**src/design/rmrs_pkg.sv**
```systemverilog
// rmrs_pkg: shared types, operand codes, saturating helpers and microcode for the solver
// used by rmrs_ctrl, rmrs_datapath and the top level; no dependencies

package rmrs_pkg;

   // widths; TagW, WordW, IterW and StatW are fixed by the stream format
   localparam int TagW    = 16;
   localparam int WordW   = 32;
   localparam int TolW    = 16;
   localparam int FxW     = 64;
   localparam int IterW   = 6;
   localparam int StatW   = 2;
   localparam int PcW     = 7;
   localparam int CodeW   = 5;
   localparam int MemAw   = 4;
   localparam int RootTop = 39;
   localparam int DivLast = 95;

   // csr indexes
   localparam logic [1:0] CSR_HEAT_CAP  = 2'd0;
   localparam logic [1:0] CSR_RAD_CONST = 2'd1;
   localparam logic [1:0] CSR_TIME_STEP = 2'd2;
   localparam logic [1:0] CSR_TOLERANCE = 2'd3;

   localparam logic [WordW-1:0] HEAT_CAP_RST  = 32'd65536;
   localparam logic [WordW-1:0] RAD_CONST_RST = 32'd65536;
   localparam logic [WordW-1:0] TIME_STEP_RST = 32'd655;
   localparam logic [TolW-1:0]  TOLERANCE_RST = 16'd66;

   // result status codes
   localparam logic [StatW-1:0] ST_CONVERGED = 2'd0;
   localparam logic [StatW-1:0] ST_LIMIT     = 2'd1;
   localparam logic [StatW-1:0] ST_SINGULAR  = 2'd2;

   localparam logic [FxW-1:0] FX_ONE = 64'h0000_0001_0000_0000;
   localparam logic [FxW-1:0] FX_SAT = '1;

   // micro operations
   typedef enum logic [3:0] {
      OP_ADD, OP_MUL, OP_DIV, OP_ABSDIF, OP_LT, OP_RINIT, OP_RCAND, OP_RSTEP,
      OP_RGET, OP_ITINC, OP_ITCHK, OP_ST0, OP_ST1, OP_JMP, OP_JT, OP_END
   } op_type;

   // scratch file entries (some shared between values that never live together)
   localparam logic [CodeW-1:0] M_S     = 5'd0;
   localparam logic [CodeW-1:0] M_DEN   = 5'd1;
   localparam logic [CodeW-1:0] M_MU    = 5'd2;
   localparam logic [CodeW-1:0] M_E2    = 5'd3;
   localparam logic [CodeW-1:0] M_D     = 5'd4;
   localparam logic [CodeW-1:0] M_AT4   = 5'd5;
   localparam logic [CodeW-1:0] M_J2    = 5'd6;
   localparam logic [CodeW-1:0] M_K     = 5'd7;
   localparam logic [CodeW-1:0] M_B2    = 5'd8;
   localparam logic [CodeW-1:0] M_DET   = 5'd9;
   localparam logic [CodeW-1:0] M_X     = 5'd10;
   localparam logic [CodeW-1:0] M_Y     = 5'd11;
   localparam logic [CodeW-1:0] M_TPREV = 5'd12;
   localparam logic [CodeW-1:0] M_TH    = 5'd13;
   localparam logic [CodeW-1:0] M_P     = 5'd14;
   localparam logic [CodeW-1:0] M_C     = 5'd15;
   localparam logic [CodeW-1:0] M_NE    = M_P;
   localparam logic [CodeW-1:0] M_NT    = M_C;
   localparam logic [CodeW-1:0] M_T2    = M_K;

   // dedicated sources, top bit set
   localparam logic [CodeW-1:0] S_ZERO = 5'd16;
   localparam logic [CodeW-1:0] S_SAT  = 5'd17;
   localparam logic [CodeW-1:0] S_ONE  = 5'd18;
   localparam logic [CodeW-1:0] S_EJ   = 5'd19;
   localparam logic [CodeW-1:0] S_TJ   = 5'd20;
   localparam logic [CodeW-1:0] S_SIG  = 5'd21;
   localparam logic [CodeW-1:0] S_EPS  = 5'd22;
   localparam logic [CodeW-1:0] S_CV   = 5'd23;
   localparam logic [CodeW-1:0] S_RA   = 5'd24;
   localparam logic [CodeW-1:0] S_DT   = 5'd25;
   localparam logic [CodeW-1:0] S_TOL  = 5'd26;
   localparam logic [CodeW-1:0] S_EP   = 5'd27;
   localparam logic [CodeW-1:0] S_TP   = 5'd28;

   typedef struct packed {
      op_type           op;
      logic [CodeW-1:0] a;
      logic [CodeW-1:0] b;
      logic [CodeW-1:0] dst;
      logic [PcW-1:0]   tgt;
   } uinst_type;

   // controller to datapath
   typedef struct packed {
      logic             load;
      logic             start;
      op_type           op;
      logic [CodeW-1:0] a;
      logic [CodeW-1:0] b;
      logic [CodeW-1:0] dst;
   } cmd_type;

   // datapath to controller
   typedef struct packed {
      logic done;
      logic flag;
   } sts_type;

   typedef struct packed {
      logic [TagW-1:0]  cell_id;
      logic [WordW-1:0] energy_out;
      logic [WordW-1:0] temperature_out;
      logic [IterW-1:0] iterations;
      logic [StatW-1:0] status;
   } result_type;

   // saturating q32.32 add
   function automatic logic [FxW-1:0] fx_add(input logic [FxW-1:0] x, input logic [FxW-1:0] y);
      logic [FxW:0] s;
      s = {1'b0, x} + {1'b0, y};
      return s[FxW] ? FX_SAT : s[FxW-1:0];
   endfunction

   // q32.32 to q16.16, saturating
   function automatic logic [WordW-1:0] to_out(input logic [FxW-1:0] v);
      return (v[FxW-1:48] != '0) ? '1 : v[47:16];
   endfunction

   function automatic uinst_type ui(input op_type op, input logic [CodeW-1:0] a,
                                    input logic [CodeW-1:0] b, input logic [CodeW-1:0] dst,
                                    input logic [PcW-1:0] tgt);
      uinst_type u;
      u.op = op; u.a = a; u.b = b; u.dst = dst; u.tgt = tgt;
      return u;
   endfunction

   localparam logic [PcW-1:0] L_DSAT  = 7'd14;
   localparam logic [PcW-1:0] L_POW   = 7'd15;
   localparam logic [PcW-1:0] L_LOOP  = 7'd19;
   localparam logic [PcW-1:0] L_ROOT  = 7'd37;
   localparam logic [PcW-1:0] L_CONV  = 7'd64;
   localparam logic [PcW-1:0] L_LIMIT = 7'd66;
   localparam logic [PcW-1:0] L_END   = 7'd67;

   // solver microprogram; arithmetic ops set the flag when the result is zero
   function automatic uinst_type ucode(input logic [PcW-1:0] pc);
      uinst_type u;
      unique case (pc)
         // start from the inputs, bail out on zero temperature
         7'd0:  u = ui(OP_ADD,   S_EJ,  S_ZERO, S_EP,    '0);
         7'd1:  u = ui(OP_ADD,   S_TJ,  S_ZERO, S_TP,    '0);
         7'd2:  u = ui(OP_JT,    '0,    '0,     '0,      L_END);
         // first linearisation 1/(4 T^3)
         7'd3:  u = ui(OP_MUL,   S_TJ,  S_TJ,   M_X,     '0);
         7'd4:  u = ui(OP_MUL,   M_X,   S_TJ,   M_S,     '0);
         7'd5:  u = ui(OP_ADD,   M_S,   M_S,    M_X,     '0);
         7'd6:  u = ui(OP_ADD,   M_X,   M_X,    M_DEN,   '0);
         7'd7:  u = ui(OP_JT,    '0,    '0,     '0,      L_END);
         7'd8:  u = ui(OP_DIV,   S_ONE, M_DEN,  M_MU,    '0);
         // coupling d = sigma dt / eps^2
         7'd9:  u = ui(OP_MUL,   S_EPS, S_EPS,  M_E2,    '0);
         7'd10: u = ui(OP_JT,    '0,    '0,     '0,      L_DSAT);
         7'd11: u = ui(OP_MUL,   S_SIG, S_DT,   M_X,     '0);
         7'd12: u = ui(OP_DIV,   M_X,   M_E2,   M_D,     '0);
         7'd13: u = ui(OP_JMP,   '0,    '0,     '0,      L_POW);
         7'd14: u = ui(OP_ADD,   S_SAT, S_ZERO, M_D,     '0);
         // a T^4 and T^2 of the input
         7'd15: u = ui(OP_MUL,   S_TJ,  S_TJ,   M_X,     '0);
         7'd16: u = ui(OP_MUL,   M_X,   M_X,    M_Y,     '0);
         7'd17: u = ui(OP_MUL,   S_RA,  M_Y,    M_AT4,   '0);
         7'd18: u = ui(OP_MUL,   S_TJ,  S_TJ,   M_J2,    '0);
         // pass: determinant
         7'd19: u = ui(OP_MUL,   S_CV,  M_MU,   M_K,     '0);
         7'd20: u = ui(OP_MUL,   M_K,   M_AT4,  M_B2,    '0);
         7'd21: u = ui(OP_ADD,   M_K,   M_D,    M_X,     '0);
         7'd22: u = ui(OP_MUL,   M_K,   M_D,    M_Y,     '0);
         7'd23: u = ui(OP_ADD,   M_X,   M_Y,    M_DET,   '0);
         7'd24: u = ui(OP_JT,    '0,    '0,     '0,      L_END);
         // numerators
         7'd25: u = ui(OP_MUL,   S_EJ,  M_X,    M_Y,     '0);
         7'd26: u = ui(OP_MUL,   M_B2,  M_D,    M_X,     '0);
         7'd27: u = ui(OP_ADD,   M_Y,   M_X,    M_NE,    '0);
         7'd28: u = ui(OP_ADD,   S_ONE, M_D,    M_X,     '0);
         7'd29: u = ui(OP_MUL,   M_B2,  M_X,    M_Y,     '0);
         7'd30: u = ui(OP_MUL,   S_EJ,  M_D,    M_X,     '0);
         7'd31: u = ui(OP_ADD,   M_Y,   M_X,    M_NT,    '0);
         7'd32: u = ui(OP_ADD,   S_TP,  S_ZERO, M_TPREV, '0);
         7'd33: u = ui(OP_DIV,   M_NE,  M_DET,  S_EP,    '0);
         7'd34: u = ui(OP_DIV,   M_NT,  M_DET,  M_TH,    '0);
         7'd35: u = ui(OP_DIV,   M_TH,  S_RA,   M_X,     '0);
         // fourth root, one bit per round
         7'd36: u = ui(OP_RINIT, '0,    '0,     '0,      '0);
         7'd37: u = ui(OP_RCAND, '0,    '0,     M_C,     '0);
         7'd38: u = ui(OP_MUL,   M_C,   M_C,    M_Y,     '0);
         7'd39: u = ui(OP_MUL,   M_Y,   M_Y,    M_P,     '0);
         7'd40: u = ui(OP_RSTEP, M_P,   M_X,    '0,      '0);
         7'd41: u = ui(OP_JT,    '0,    '0,     '0,      L_ROOT);
         7'd42: u = ui(OP_RGET,  '0,    '0,     S_TP,    '0);
         // convergence check
         7'd43: u = ui(OP_ADD,   M_TPREV, S_ZERO, M_Y,   '0);
         7'd44: u = ui(OP_JT,    '0,    '0,     '0,      L_END);
         7'd45: u = ui(OP_ABSDIF, S_TP, M_TPREV, M_Y,    '0);
         7'd46: u = ui(OP_DIV,   M_Y,   M_TPREV, M_Y,    '0);
         7'd47: u = ui(OP_LT,    M_Y,   S_TOL,  '0,      '0);
         7'd48: u = ui(OP_JT,    '0,    '0,     '0,      L_CONV);
         7'd49: u = ui(OP_ITCHK, '0,    '0,     '0,      '0);
         7'd50: u = ui(OP_JT,    '0,    '0,     '0,      L_LIMIT);
         // new linearisation factor
         7'd51: u = ui(OP_MUL,   S_TP,  S_TP,   M_T2,    '0);
         7'd52: u = ui(OP_MUL,   M_T2,  S_TP,   M_X,     '0);
         7'd53: u = ui(OP_MUL,   S_TJ,  M_T2,   M_Y,     '0);
         7'd54: u = ui(OP_ADD,   M_X,   M_Y,    M_S,     '0);
         7'd55: u = ui(OP_MUL,   S_TP,  M_J2,   M_X,     '0);
         7'd56: u = ui(OP_MUL,   M_J2,  S_TJ,   M_Y,     '0);
         7'd57: u = ui(OP_ADD,   M_X,   M_Y,    M_X,     '0);
         7'd58: u = ui(OP_ADD,   M_S,   M_X,    M_S,     '0);
         7'd59: u = ui(OP_MUL,   S_RA,  M_S,    M_DEN,   '0);
         7'd60: u = ui(OP_JT,    '0,    '0,     '0,      L_END);
         7'd61: u = ui(OP_DIV,   S_ONE, M_DEN,  M_MU,    '0);
         7'd62: u = ui(OP_ITINC, '0,    '0,     '0,      '0);
         7'd63: u = ui(OP_JMP,   '0,    '0,     '0,      L_LOOP);
         // exits
         7'd64: u = ui(OP_ST0,   '0,    '0,     '0,      '0);
         7'd65: u = ui(OP_JMP,   '0,    '0,     '0,      L_END);
         7'd66: u = ui(OP_ST1,   '0,    '0,     '0,      '0);
         default: u = ui(OP_END, '0,    '0,     '0,      '0);
      endcase
      return u;
   endfunction

endpackage

```
**src/design/rmrs_ctrl.sv**
```systemverilog
// rmrs_ctrl: microprogram sequencer and stream handshake control
// depends on rmrs_pkg; drives rmrs_datapath through cmd_type / sts_type

module rmrs_ctrl
   import rmrs_pkg::*;
(
   input  logic    clock,
   input  logic    reset,
   input  logic    req_tvalid,
   output logic    req_tready,
   output logic    rsp_tvalid,
   input  logic    rsp_tready,
   output cmd_type cmd,
   input  sts_type sts
);

   typedef enum logic [1:0] {C_IDLE, C_ISSUE, C_WAIT, C_RESP} state_type;

   state_type        state_ff, state_in;
   logic [PcW-1:0]   pc_ff, pc_in;
   logic             start_ff, start_in;
   op_type           op_ff, op_in;
   logic [CodeW-1:0] a_ff, a_in, b_ff, b_in, dst_ff, dst_in;
   uinst_type        inst;

   assign inst = ucode(pc_ff);

   // sequencing
   always_comb begin
      state_in = state_ff;
      pc_in    = pc_ff;
      start_in = 1'b0;
      op_in    = op_ff;
      a_in     = a_ff;
      b_in     = b_ff;
      dst_in   = dst_ff;
      unique case (state_ff)
         C_IDLE: begin
            if (req_tvalid) begin
               pc_in    = '0;
               state_in = C_ISSUE;
            end
         end
         C_ISSUE: begin
            unique case (inst.op)
               OP_JMP: pc_in = inst.tgt;
               OP_JT:  pc_in = sts.flag ? inst.tgt : pc_ff + 1'b1;
               OP_END: state_in = C_RESP;
               default: begin
                  start_in = 1'b1;
                  op_in    = inst.op;
                  a_in     = inst.a;
                  b_in     = inst.b;
                  dst_in   = inst.dst;
                  state_in = C_WAIT;
               end
            endcase
         end
         C_WAIT: begin
            if (sts.done) begin
               pc_in    = pc_ff + 1'b1;
               state_in = C_ISSUE;
            end
         end
         C_RESP: begin
            if (rsp_tready) state_in = C_IDLE;
         end
         default: state_in = C_IDLE;
      endcase
   end

   // state and registered command
   always_ff @(posedge clock) begin
      if (reset) begin
         state_ff <= C_IDLE;
         start_ff <= 1'b0;
         pc_ff    <= '0;
         op_ff    <= OP_END;
         a_ff     <= '0;
         b_ff     <= '0;
         dst_ff   <= '0;
      end else begin
         state_ff <= state_in;
         start_ff <= start_in;
         pc_ff    <= pc_in;
         op_ff    <= op_in;
         a_ff     <= a_in;
         b_ff     <= b_in;
         dst_ff   <= dst_in;
      end
   end

   assign req_tready = (state_ff == C_IDLE);
   assign rsp_tvalid = (state_ff == C_RESP);

   always_comb begin
      cmd.load  = req_tvalid && (state_ff == C_IDLE);
      cmd.start = start_ff;
      cmd.op    = op_ff;
      cmd.a     = a_ff;
      cmd.b     = b_ff;
      cmd.dst   = dst_ff;
   end

endmodule

```
**config.mk**
```make
export PLATFORM = sky130hd
export DESIGN_NAME = rmrs_ctrl
export DESIGN_NICKNAME = d
export VERILOG_FILES = /design/src/design/rmrs_pkg.sv /design/src/design/rmrs_ctrl.sv
export SDC_FILE = /design/constraint.sdc
export NUM_CORES = 1
export LEC_CHECK = 0
export ABC_AREA = 1
export ABC_CLOCK_PERIOD_IN_PS = 8400
export BUFFER_PORTS_ARGS = -buffer_cell sky130_fd_sc_hd__buf_2
export CAP_MARGIN = 25
export CORE_MARGIN = 2
export CORE_UTILIZATION = 50
export CTS_CLUSTER_DIAMETER = 50
export DETAILED_ROUTE_END_ITERATION = 12
export GPL_TIMING_DRIVEN = 0
export MAX_ROUTING_LAYER = met4
export PLACE_DENSITY = 0.69
export SLEW_MARGIN = 20
export SYNTH_ARGS = -nofsm -noshare
export SYNTH_HDL_FRONTEND = slang
export SYNTH_SLANG_ARGS = --single-unit
```
**constraint.sdc**
```tcl
create_clock -name clock -period 8.4 [get_ports clock]
set_input_delay 0.42 -clock clock [delete_from_list [all_inputs] [get_ports clock]]
set_output_delay 0.42 -clock clock [all_outputs]
set_load 0.02 [all_outputs]
```
Word-level counts from Yosys, hierarchy flattened. Memories as Yosys holds them, arrays and structs flattened. A register that Yosys moved wholly into a read port is not among the register bits. Cells that the tools add are included.

Flip-flop bits (word level): 29. Bits in read-only memories: 3328. Input bits: 6. Output and inout port bits: 23. Logic and storage cells: 44. Memories: 1.

Memory list: (name not given) (depth 128, bits a word 26, rd ports 1, clocked after memory_dff 1, wr ports 0, RTL line rmrs_pkg.sv:143) `unique case (pc)`.

Add/subtract/negate cells: 1. Equal/unequal tests: 11. Mux-type cells: 13. Bitwise operators: 2. Reduce and logical (&&, ||, !) cells: 9.

Operators with widths (count): 7-bit 2-to-1 mux (5); 7-bit case mux with 3 select lines (1); 7-bit case mux with 2 select lines (1); 4-bit equality test (second input constant) (3); 2-bit case mux with 4 select lines (1); 4-bit AND reduction (2); 7-bit by 1-bit adder with 7-bit output (second input constant) (1); 2-bit 2-to-1 mux (3); 2-bit inequality test (second input constant) (3); 2-bit equality test (second input constant) (2); 2-bit case mux with 2 select lines (1); 2-bit OR reduction (2); 3-bit inequality test (second input constant) (1); 3-bit nonzero test (1); 3-bit OR reduction (1); 2-bit by 1-bit equality test with 1-bit output (second input constant) (1); 2-bit logical NOT (1); 2-bit by 1-bit inequality test with 1-bit output (second input constant) (1); 1-bit inverter (2); 2-bit AND reduction (1); 1-bit logical AND (1); 1-bit 2-to-1 mux (1).

Depth between registers and ports, before layout. Gate-level depths: netlist of the first run.

Word-level depth: 6. Depth in mapped cells: 21.

Least setup slack after synthesis of the first run. No wires, ideal clock.

Kind: flip-flop to flip-flop. From: register state_ff[0]. To: register, netlist name inst[24]. Library setup time: 0.064 ns. Data arrival time: 2.622 ns. Required time: 8.336 ns. Path slack: 5.714 ns. Cell stages (with the launch flop): 19. Buffers on the path: 0. Path through: dfxtp_1 > inv_1 > ha_1 > nand2_1 > o21ai_0 > inv_1 > nand2_4 > nor2_8 > nand2_1 > nand2_1 > nand2_1 > ha_1 > inv_1 > nand3_2 > nor2_1 > nor2_1 > a21oi_1 > nor2_1 > nor2_1.

Longest elaborated chain between the ends: 5.

RTL lines: start, declared (RTL line rmrs_ctrl.sv:19) `state_type state_ff, state_in;`; start signal, assigned (RTL line rmrs_ctrl.sv:83) `state_ff <= state_in;`; 2-bit logical NOT *; via req_tready (RTL line rmrs_ctrl.sv:10) `output logic req_tready,`; 2-bit inequality test (no source line) or 3-bit nonzero test (tied branches); 4-bit AND reduction (no source line); 7-bit 2-to-1 mux (no source line) * (2 in a row).

The timed path passes the listed nets; every way through them passes the cells marked *. A chain may end at the register's enable or synchronous reset.

Worst setup path in the final report of the first run.
From: register state_ff[1]. To: register, netlist name inst[24].

Longest elaborated chain between the ends: 5.

RTL lines: 2-bit by 1-bit equality test with 1-bit output, or another cell as far along (RTL line rmrs_ctrl.sv:37) `unique case (state_ff)`; 3-bit inequality test (no source line), or another cell as far along; 4-bit AND reduction (no source line); 7-bit 2-to-1 mux (no source line) * (2 in a row).

Every way passes the cells marked *; elsewhere a longest branch is shown, timed or not.

==> results of run 1 <==
placed cells by master, fill, tap and decap left out, drive strengths merged:
| cell type | synthesis | routed |
|---|---|---|
| and2 | 1 | 1 |
| o22ai | 1 | 1 |
| nand3b | 3 | 3 |
| nor3 | 2 | 2 |
| a21oi | 34 | 34 |
| nand3 | 70 | 70 |
| nor2 | 86 | 86 |
| clkbuf | 9 | 14 |
| diode | 0 | 1 |
| a21boi | 1 | 1 |
| ha | 12 | 12 |
| nor4 | 3 | 3 |
| nand2 | 192 | 192 |
| clkinv | 3 | 5 |
| dfxtp | 55 | 55 |
| nand4 | 13 | 13 |
| buf | 17 | 44 |
| clkinvlp | 0 | 1 |
| a31oi | 1 | 1 |
| o21ai | 53 | 53 |
| o211ai | 4 | 4 |
| inv | 58 | 58 |
stage by stage:
step,hold WS (ps),cells,utilization
6_report,430.6,753,0.5643
5_1_grt,434.3,753,0.5643
4_1_cts,427.5,752,0.5639
3_5_place_dp,447.6,744,0.5510
3_3_place_gp,434.8,744,0.5510
2_1_floorplan,430.7,618,-
state kept, by name (all words and copies together), names as in the netlist:
name and flops:
b_ff 5, start_ff 1, dst_ff 5, pc_ff 7, op_ff 4, a_ff 5
inst 26, state_ff 2
metal layers:
layer | vias up | wire length (um) | GRT usage
met2 | 362 | 5877 | 0.5307
met4 | 0 | 851 | 0.1808
met3 | 89 | 1667 | 0.06344
met5 | - | 0 | -
li1 | 2078 | - | -
met1 | 2023 | 5272 | 0.4155
worst max-delay path: stages (launching register included):
cell	delay, ps
dfxtp_1	350
inv_1	90
ha_1	270
inv_2	110
a21oi_2	130
nand2_1	80
nand2_2	100
nand2_4	100
nor2_8	160
nand2_1	70
o21ai_1	140
nand2_1	350
ha_1	490
inv_1	190
nand3_2	180
nor2_1	210
nor2_1	70
a21oi_1	150
nor2_1	50
nor2_1	140
power breakdown:
part,internal [mW],total (mW),leakage (nW),switching (mW)
clock network,0.0598,0.147,0.0443,0.0875
registers,0.308,0.331,0.448,0.0232
logic,0.0969,0.336,1.57,0.239
total,0.464,0.814,2.06,0.350
final cells by class:
type                    instances  area (um2)  area share
clock inverters                 3       25.02    0.006114
well taps                      99       123.9     0.03027
clock buffers                   5       68.82     0.01681
inverters                      61       229.0     0.05595
repair buffers                 27       135.1     0.03302
flip-flops and latches         55        1101      0.2690
multi-input cells             476        2260      0.5521
diodes                          1       2.502   0.0006114
plain buffers                  26       147.6     0.03607
logic make-up after synthesis:
family                   count (synthesis)  share of synthesized area
AO/OA/AOI/OAI                           94                     0.1359
adder cells (fa/ha/maj)                 12                    0.04017
buffers and inverters                   87                     0.1008
flip-flops                              55                     0.2946
AND/OR/NAND/NOR                        370                     0.4285
worst min-delay path by stage:
stage                         from  endpoint  slack (ps)
after global placement    op_ff[2]  op_ff[2]         430
after detailed placement  inst[14]   b_ff[2]         450
after global routing         reset  pc_ff[1]         430
after floorplan           inst[17]   a_ff[0]         430
final                        reset  pc_ff[1]         430
after CTS                    reset  pc_ff[1]         430
==> metrics.md, run 1 <==
| Metric | Value |
|---|---|
| Sequential area share after synthesis | `0.2946` |
| Vias in the first global route | `4100` |
| Final Setup Violations | `0` |
| Fill cells | `725` |
| Die Wd | `90.46 um` |
| Post-Syn Instances | `618` |
| Syn Nets | `636` |
| Max IR drop VDD | `0.07323 mV` |
| Synth cell count leaders | `nand2_1 (184), nor2_1 (80), nand3_1 (68), inv_1 (56), dfxtp_1 (55)` |
| RSZ-0062 raised after global routing | `false` |
| CP startpoint | `state_ff[1]` |
| Clk sinks | `55` |
| H-tree Lvls | `2` |
| Final Cycle Share | `0.4198` |
| Most common cell in the netlist | `nand2_1` |
| Final instance area | `4093 um2` |
| Worst-skew pair later-pin latency | `310 ps` |
| Top-area cell type share of the netlist area | `0.2946` |
| Placeable Area | `7253 um2` |
| Highest Clock Rate | `283.6 MHz` |
| Pwr dens | `198.9 nW/um2` |
| Final wirelength | `13670 um` |
| Crit path setup slack, layout | `4874 ps` |
| Clock Path Buffers | `2` |
| Crit end category | `register` |
| Die footprint | `8182 um2` |
| Cts repair resizes | `0` |
| Worst slew pin tran | `632.5 ps` |
| DR vias/cell | `6.045` |
| Top post-synthesis cells by area | `dfxtp_1 (29%), nand2_1 (18%), nand3_1 (9.1%)` |
| Final nets | `670` |
| Initial antenna violation count | `1` |
| Critical Path RT | `8620 ps` |
| Tot Pwr | `0.8141 mW` |
| Row cnt | `31` |
| Initial core utilization | `0.5153` |
| Post-CTS Setup Bufs | `0` |
| Placed wire-length estimate | `10410 um` |
| Final hold vios | `0` |
| CTS tree | `yes` |
| Largest net degree at the start of global routing | `19` |
| Area after DPL | `3996 um2` |
| Ys Warns | `0` |
| Worst EP arrival | `3750 ps` |
| Yosys cell types | `32` |
| Max Slew Vio Count | `0` |
| Status | `completed` |
| Total gr overflow | `0` |
| Beginning of the worst register-to-register path | `state_ff[1]` |
| Clk pin slew, worst setup/hold paths | `100 ps` |
| CTS Buf Count | `5` |
| Hold_buf cts | `0` |
| Total Routing Usage GR | `0.3391` |
| Die Ht | `90.46 um` |
| Drt wl/cell | `18.15 um` |
| Share of cells above drive strength 1 | `0.1164` |
| Initial DRC count | `619` |
| GPL Wtd Cong | `1.125` |
| Critical path type | `register to register` |
| Startpoint types | `register` |
| Sum Neg Setup Slack | `0 ps` |
| Setup WS pre-CTS | `5078 ps` |
| Critical path peak fanout | `9` |
| First-pass GRT wire length | `21420 um` |
| WHS Path Cells | `2` |
| Worst Setup EP | `inst[24]` |
| Clock Skews | `8.098 ps` |
| Area growth syn-to-layout | `9.508%` |
| Hold WC Path Type | `input port to register` |
| Synthesized flop and latch total | `55` |
| R2R Setup Slk | `4870 ps` |
| Netlist Area Pre-Place | `3737 um2` |
| Antenna viol nets, final | `0` |
| Pleak | `2.063 nW` |
| Remaining DRCs | `0` |
| Syn avg cell area | `6.047 um2` |
| Root Buffer | `clkbuf_8` |
| Relative slew slack | `0.5784` |
| Post-synth EDFFs | `0` |
| Cells on worst reg2reg path | `19` |
| Main flop type after synthesis | `dfxtp_1` |
| Via Count | `4552` |
| Max_cap viols | `0` |
| Post-synth top area cell | `dfxtp_1` |
| Ports | `29` |
| Min Tclk post-route | `3526 ps` |
| Async SR Flop Fraction | `0` |
| IO buf count | `27` |
| R2r endpoint | `inst[24]` |
| Drt pass-1 iters | `5` |
No activity file was read; power rests on OpenSTA's default activity.
==> run 2: changes to the inputs <==
ABC_CLOCK_PERIOD_IN_PS = 3300   (was 8400)
clock period = 3.3 ns   (was 8.4 ns; I/O delays follow)
==> run 2 against run 1 <==
Power rose to 2.6 times the previous value. Die area did not move. Via count shrank 0.37%. Critical path type unchanged. Critical endpoint is now inst[16]. Largest power group unchanged.
==> metrics.md, run 2 (same netlist as run 1, synthesis figures left out) <==
| Metric | Value |
|---|---|
| Status | `completed` |
| Most frequent cells in the layout | `nand2_1 (181), nor2_1 (78), nand3_1 (68)` |
| Vias in the first global route | `4100` |
| H-tree Lvls | `2` |
| Pwr dens | `502.9 nW/um2` |
| Total gr overflow | `0` |
| Die footprint | `8182 um2` |
| Max Slew Vio Count | `0` |
| Area growth syn-to-layout | `11.08%` |
| Post-CTS Setup Bufs | `0` |
| Drt wl/cell | `18.20 um` |
| IO buf count | `27` |
| CTS tree | `yes` |
| Row cnt | `31` |
| Antenna viol nets, final | `0` |
| Max IR drop VDD | `0.1862 mV` |
| Routed length on met3 | `1770 um` |
| Hold WC Path Type | `input port to register` |
| Crit end category | `register` |
| Initial core utilization | `0.5153` |
| Highest Clock Rate | `311.3 MHz` |
| Final wirelength | `13700 um` |
| Worst slew pin tran | `685.2 ps` |
| First-pass GRT wire length | `21420 um` |
| Drt pass-1 iters | `7` |
| Hold_sp | `reset` |
| Relative slew slack | `0.5432` |
| Min Tclk post-route | `3212 ps` |
| Cells on worst reg2reg path | `15` |
| Ports | `29` |
| RSZ-0062 raised after global routing | `true` |
| Pleak | `2.086 nW` |
| Clk pin slew, worst setup/hold paths | `100 ps` |
| Worst hold slack | `201.3 ps` |
| GPL Wtd Cong | `1.125` |
| Final nets | `670` |
| Met2 wire length | `5877 um` |
| Critical Path RT | `3490 ps` |
| Remaining DRCs | `0` |
| Startpoint types | `register` |
| Met1 wire length | `5137 um` |
| Critical path peak fanout | `8` |
| Final Cycle Share | `0.9734` |
| Final hold vios | `0` |
| WHS Path Cells | `2` |
| Beginning of the worst register-to-register path | `state_ff[0]` |
| Initial antenna violation count | `1` |
| Hold_buf cts | `0` |
| Clock Path Buffers | `2` |
| Commonest non-fill, non-tap cell in the layout | `nand2_1` |
| CTS Buf Count | `5` |
| Hold EP | `pc_ff[1]` |
| Initial DRC count | `641` |
| Max_cap viols | `0` |
| Critical path type | `register to register` |
| Share of cells above drive strength 1 | `0.1286` |
| Clk sinks | `55` |
| Worst EP arrival | `3400 ps` |
| R2r endpoint | `inst[16]` |
| Final Setup Violations | `0` |
| Worst-skew pair later-pin latency | `300 ps` |
| Placed wire-length estimate | `10410 um` |
| Largest net degree at the start of global routing | `19` |
| DR vias/cell | `6.023` |
| Die Ht | `90.46 um` |
| R2R Setup Slk | `90 ps` |
| Fill cells | `715` |
| Via Count | `4535` |
| Highest Signal Layer | `met4` |
| Max reg flops | `26` |
| Die Wd | `90.46 um` |
| Finished Core Util | `0.5724` |
| Cts repair resizes | `2` |
| Total Routing Usage GR | `0.3391` |
| Root Buffer | `clkbuf_8` |
| Placeable Area | `7253 um2` |
| Clock Skews | `7.306 ps` |
-- run 2: power breakdown --
| group | internal [mW] | total (mW) | leakage [nW] | switching, mW |
|---|---|---|---|---|
| clock | 0.152 | 0.372 | 0.0443 | 0.220 |
| sequential | 0.783 | 0.843 | 0.448 | 0.0597 |
| combinational | 0.254 | 0.872 | 1.59 | 0.619 |
| total | 1.19 | 2.09 | 2.09 | 0.899 |
-- run 2: routing by layer --
layer,vias up,track usage
li1,2070,-
met1,2008,0.4155
met2,373,0.5307
met3,84,0.06344
met4,0,0.1808
met5,-,-
-- run 2: cell type report --
| type | instances | area [um2] | share of cell area |
|---|---|---|---|
| Multi-Input combinational cell | 476 | 2318 | 0.5585 |
| Sequential cell | 55 | 1101 | 0.2652 |
| Inverter | 61 | 229.0 | 0.05515 |
| Buffer | 26 | 147.6 | 0.03556 |
| Timing Repair Buffer | 27 | 135.1 | 0.03255 |
| Tap cell | 99 | 123.9 | 0.02984 |
| Clock buffer | 5 | 68.82 | 0.01658 |
| Clock inverter | 3 | 25.02 | 0.006028 |
| Antenna cell | 1 | 2.502 | 0.0006028 |
-- run 2: worst max path at each step --
stage,slack (ps),to,from
6_report,90,inst[16],state_ff[0]
5_1_grt,-40,inst[24],state_ff[0]
4_1_cts,40,inst[24],state_ff[1]
3_5_place_dp,-20,inst[24],state_ff[1]
3_3_place_gp,-90,inst[24],state_ff[1]
2_1_floorplan,610,inst[24],state_ff[0]
-- run 2: worst max-delay path, cell delays in order, from the launching register on --
cell and delay, ps:
dfxtp_1 410, inv_1 100, ha_1 270, o21ai_0 220, nand2_2 110, nand2_4 140, nor2_8 60, a21oi_1 420
nor2_4 140, ha_1 240, nand2_1 220, nand2_1 90, nand2_1 150, a21oi_1 100, nor3_1 340, nor2_1 90
-- run 2: through the flow --
| stage | worst slack [ps] | instance area, um2 | setup TNS, ps | total power, mW | cells |
|---|---|---|---|---|---|
| finish | 87.93 | 4151 | 0 | 2.088 | 753 |
| global route | -39.50 | 4151 | -116.7 | 2.213 | 753 |
| CTS | 39.97 | 4095 | 0 | 2.074 | 752 |
| detailed placement | -21.83 | 3996 | -21.83 | 1.700 | 744 |
| global placement | -87.16 | 3996 | -130.9 | 1.664 | 744 |
| floorplan | 614.3 | 3737 | 0 | 1.452 | 618 |
==> run 3: changes to the inputs <==
CORE_UTILIZATION = 39   (was 50)
PLACE_DENSITY = 0.55   (was 0.69)
==> run 3 against run 2 <==
Sequential cell count did not move. Count of clock-buffer cells in the layout did not move. Routed wire length fell by 0.70%. Final area rose by 0.99%. Clock power barely moved. First-iteration DRC count fell by 13%. Clock skew rose by 5.0 ps. Setup slack improved by 110 ps. Critical path depth rose by 3. Via count fell by 3.1%.
==> metrics.md, run 3 (same netlist as run 1, synthesis figures left out) <==
| Metric | Value |
|---|---|
| Status | `completed` |
| Placeable Area | `9284 um2` |
| Final wirelength | `13610 um` |
| R2R Setup Slk | `200 ps` |
| Hold WC Path Type | `input port to register` |
| Clock Path Buffers | `2` |
| Multi-input logic area | `2297 um2` |
| Fill cells | `1018` |
| Initial core utilization | `0.4026` |
| Antenna viol nets, final | `0` |
| Worst path max stage delay | `410 ps` |
| Clk sinks | `55` |
| Total gr overflow | `0` |
| Placed cells | `774` |
| Ports | `29` |
| Placed wire-length estimate | `10530 um` |
| Critical Path RT | `3540 ps` |
| Highest Clock Rate | `322.7 MHz` |
| Remaining DRCs | `0` |
| Largest net degree at the start of global routing | `19` |
| Die Wd | `101.9 um` |
| Reg area | `1101 um2` |
| Hold_buf cts | `0` |
| Final Cycle Share | `0.9391` |
| Max_cap viols | `0` |
| Clock Skews | `12.26 ps` |
| First-pass GRT wire length | `21650 um` |
| Max IR drop VDD | `0.2171 mV` |
| Initial DRC count | `556` |
| Beginning of the worst register-to-register path | `state_ff[0]` |
| Most frequent cells in the layout | `nand2_1 (181), nor2_1 (79), nand3_1 (68)` |
| Cell-by-cell trace of the critical path | `inv_1, ha_1, inv_1, o21ai_0, inv_1, nand2_4, nor2_8, nand2_1, a21oi_2, ha_1, nand2_1, inv_1, nand2_1, nand2_1, nor2_1, nand2_1, nand3_1, nand2_1` |
| Die footprint | `10380 um2` |
| Area after DPL | `4034 um2` |
| RSZ-0062 raised after global routing | `true` |
| Crit end category | `register` |
| Worst-skew pair later-pin latency | `300 ps` |
| IO buf count | `27` |
| GPL Wtd Cong | `1.041` |
| Max Slew Vio Count | `0` |
| Via Count | `4395` |
| Min Tclk post-route | `3099 ps` |
| Root Buffer | `clkbuf_8` |
| Startpoint types | `register` |
| Final instance area | `4193 um2` |
| Pleak | `2.097 nW` |
| R2r endpoint | `inst[17]` |
| Vias in the first global route | `4026` |
| CTS Buf Count | `5` |
| Initial antenna violation count | `0` |
| Total Routing Usage GR | `0.2804` |
| Relative slew slack | `0.5771` |
| Share of cells above drive strength 1 | `0.1355` |
| Final nets | `674` |
| Cells on worst reg2reg path | `18` |
| Max reg flops | `26` |
| Clk pin slew, worst setup/hold paths | `100 ps` |
| DR vias/cell | `5.592` |
| Critical path peak fanout | `8` |
| Area growth syn-to-layout | `12.19%` |
| Worst Setup EP | `inst[17]` |
| Slowest CP cell | `dfxtp_1` |
| ANT cells | `0` |
| Worst EP arrival | `3340 ps` |
| CP dominant cell by count | `nand2_1` |
| Row cnt | `35` |
| Die Ht | `101.9 um` |
| CP startpoint | `state_ff[0]` |
| H-tree Lvls | `2` |
| Commonest non-fill, non-tap cell in the layout | `nand2_1` |
| Worst slew pin tran | `634.4 ps` |
| CTS tree | `yes` |
| Drt wl/cell | `17.31 um` |
| Final Setup Violations | `0` |
| Final hold vios | `0` |
| Critical path type | `register to register` |
| Drt pass-1 iters | `6` |
| Pwr dens | `496.1 nW/um2` |
| Non-filler cells in the finished layout | `786` |
-- run 3: what timing repair did --
action | 4_1_cts | 5_1_grt
pin swaps | 0 | 1
setup endpoints to repair | 7 | 18
gates resized for setup | 3 | 8
setup buffers | 0 | 4
-- run 3: routing by layer --
layer	vias up	track usage	routed length [um]
met5	-	-	0
met4	0	0.1446	769
met3	67	0.04036	1391
met2	305	0.4140	5708
met1	1949	0.3724	5736
li1	2074	-	-
-- run 3: area by class of cell --
class,instances,share of cell area
multi-input cells,476,0.5479
flip-flops and latches,55,0.2626
inverters,61,0.05461
repair buffers,31,0.03939
well taps,129,0.03850
plain buffers,26,0.03521
clock buffers,5,0.01641
clock inverters,3,0.005372
-- run 3: worst max-delay path, delay by kind of cell, from the launching register on --
| kind | cells | cell delay, ps |
|---|---|---|
| simple gates | 10 | 1240 |
| flops | 1 | 410 |
| buf+inv | 4 | 460 |
| fa+ha+maj | 2 | 510 |
| compound gates | 2 | 390 |
-- run 3: worst min-delay path by stage --
stage | from | end | slack (ps) | cells after the start
3_3_place_gp | inst[8] | dst_ff[1] | 430 | 2
5_1_grt | reset | start_ff | 200 | 2
4_1_cts | reset | start_ff | 190 | 2
6_report | reset | pc_ff[1] | 190 | 2
2_1_floorplan | inst[17] | a_ff[0] | 430 | 2
3_5_place_dp | op_ff[2] | op_ff[2] | 440 | 2
-- run 3: where the power goes --
part | internal (mW) | switching, mW | total [mW] | leakage, nW
sequential | 0.783 | 0.0577 | 0.841 | 0.448
combinational | 0.251 | 0.613 | 0.864 | 1.60
clock | 0.153 | 0.222 | 0.374 | 0.0485
total | 1.19 | 0.893 | 2.08 | 2.10
-- run 3: per-stage QoR --
step	hold slack (ps)	TNS (ps)	util	setup WS, ps	total power, mW
2_1_floorplan	430.7	0	-	614.3	1.452
6_report	194.5	0	0.4516	200.9	2.080
3_3_place_gp	435.0	-1153	0.4345	-233.9	1.697
4_1_cts	189.9	0	0.4449	20.80	2.086
3_5_place_dp	439.9	-188.8	0.4345	-113.5	1.703
5_1_grt	196.0	-40.98	0.4516	-19.68	2.240
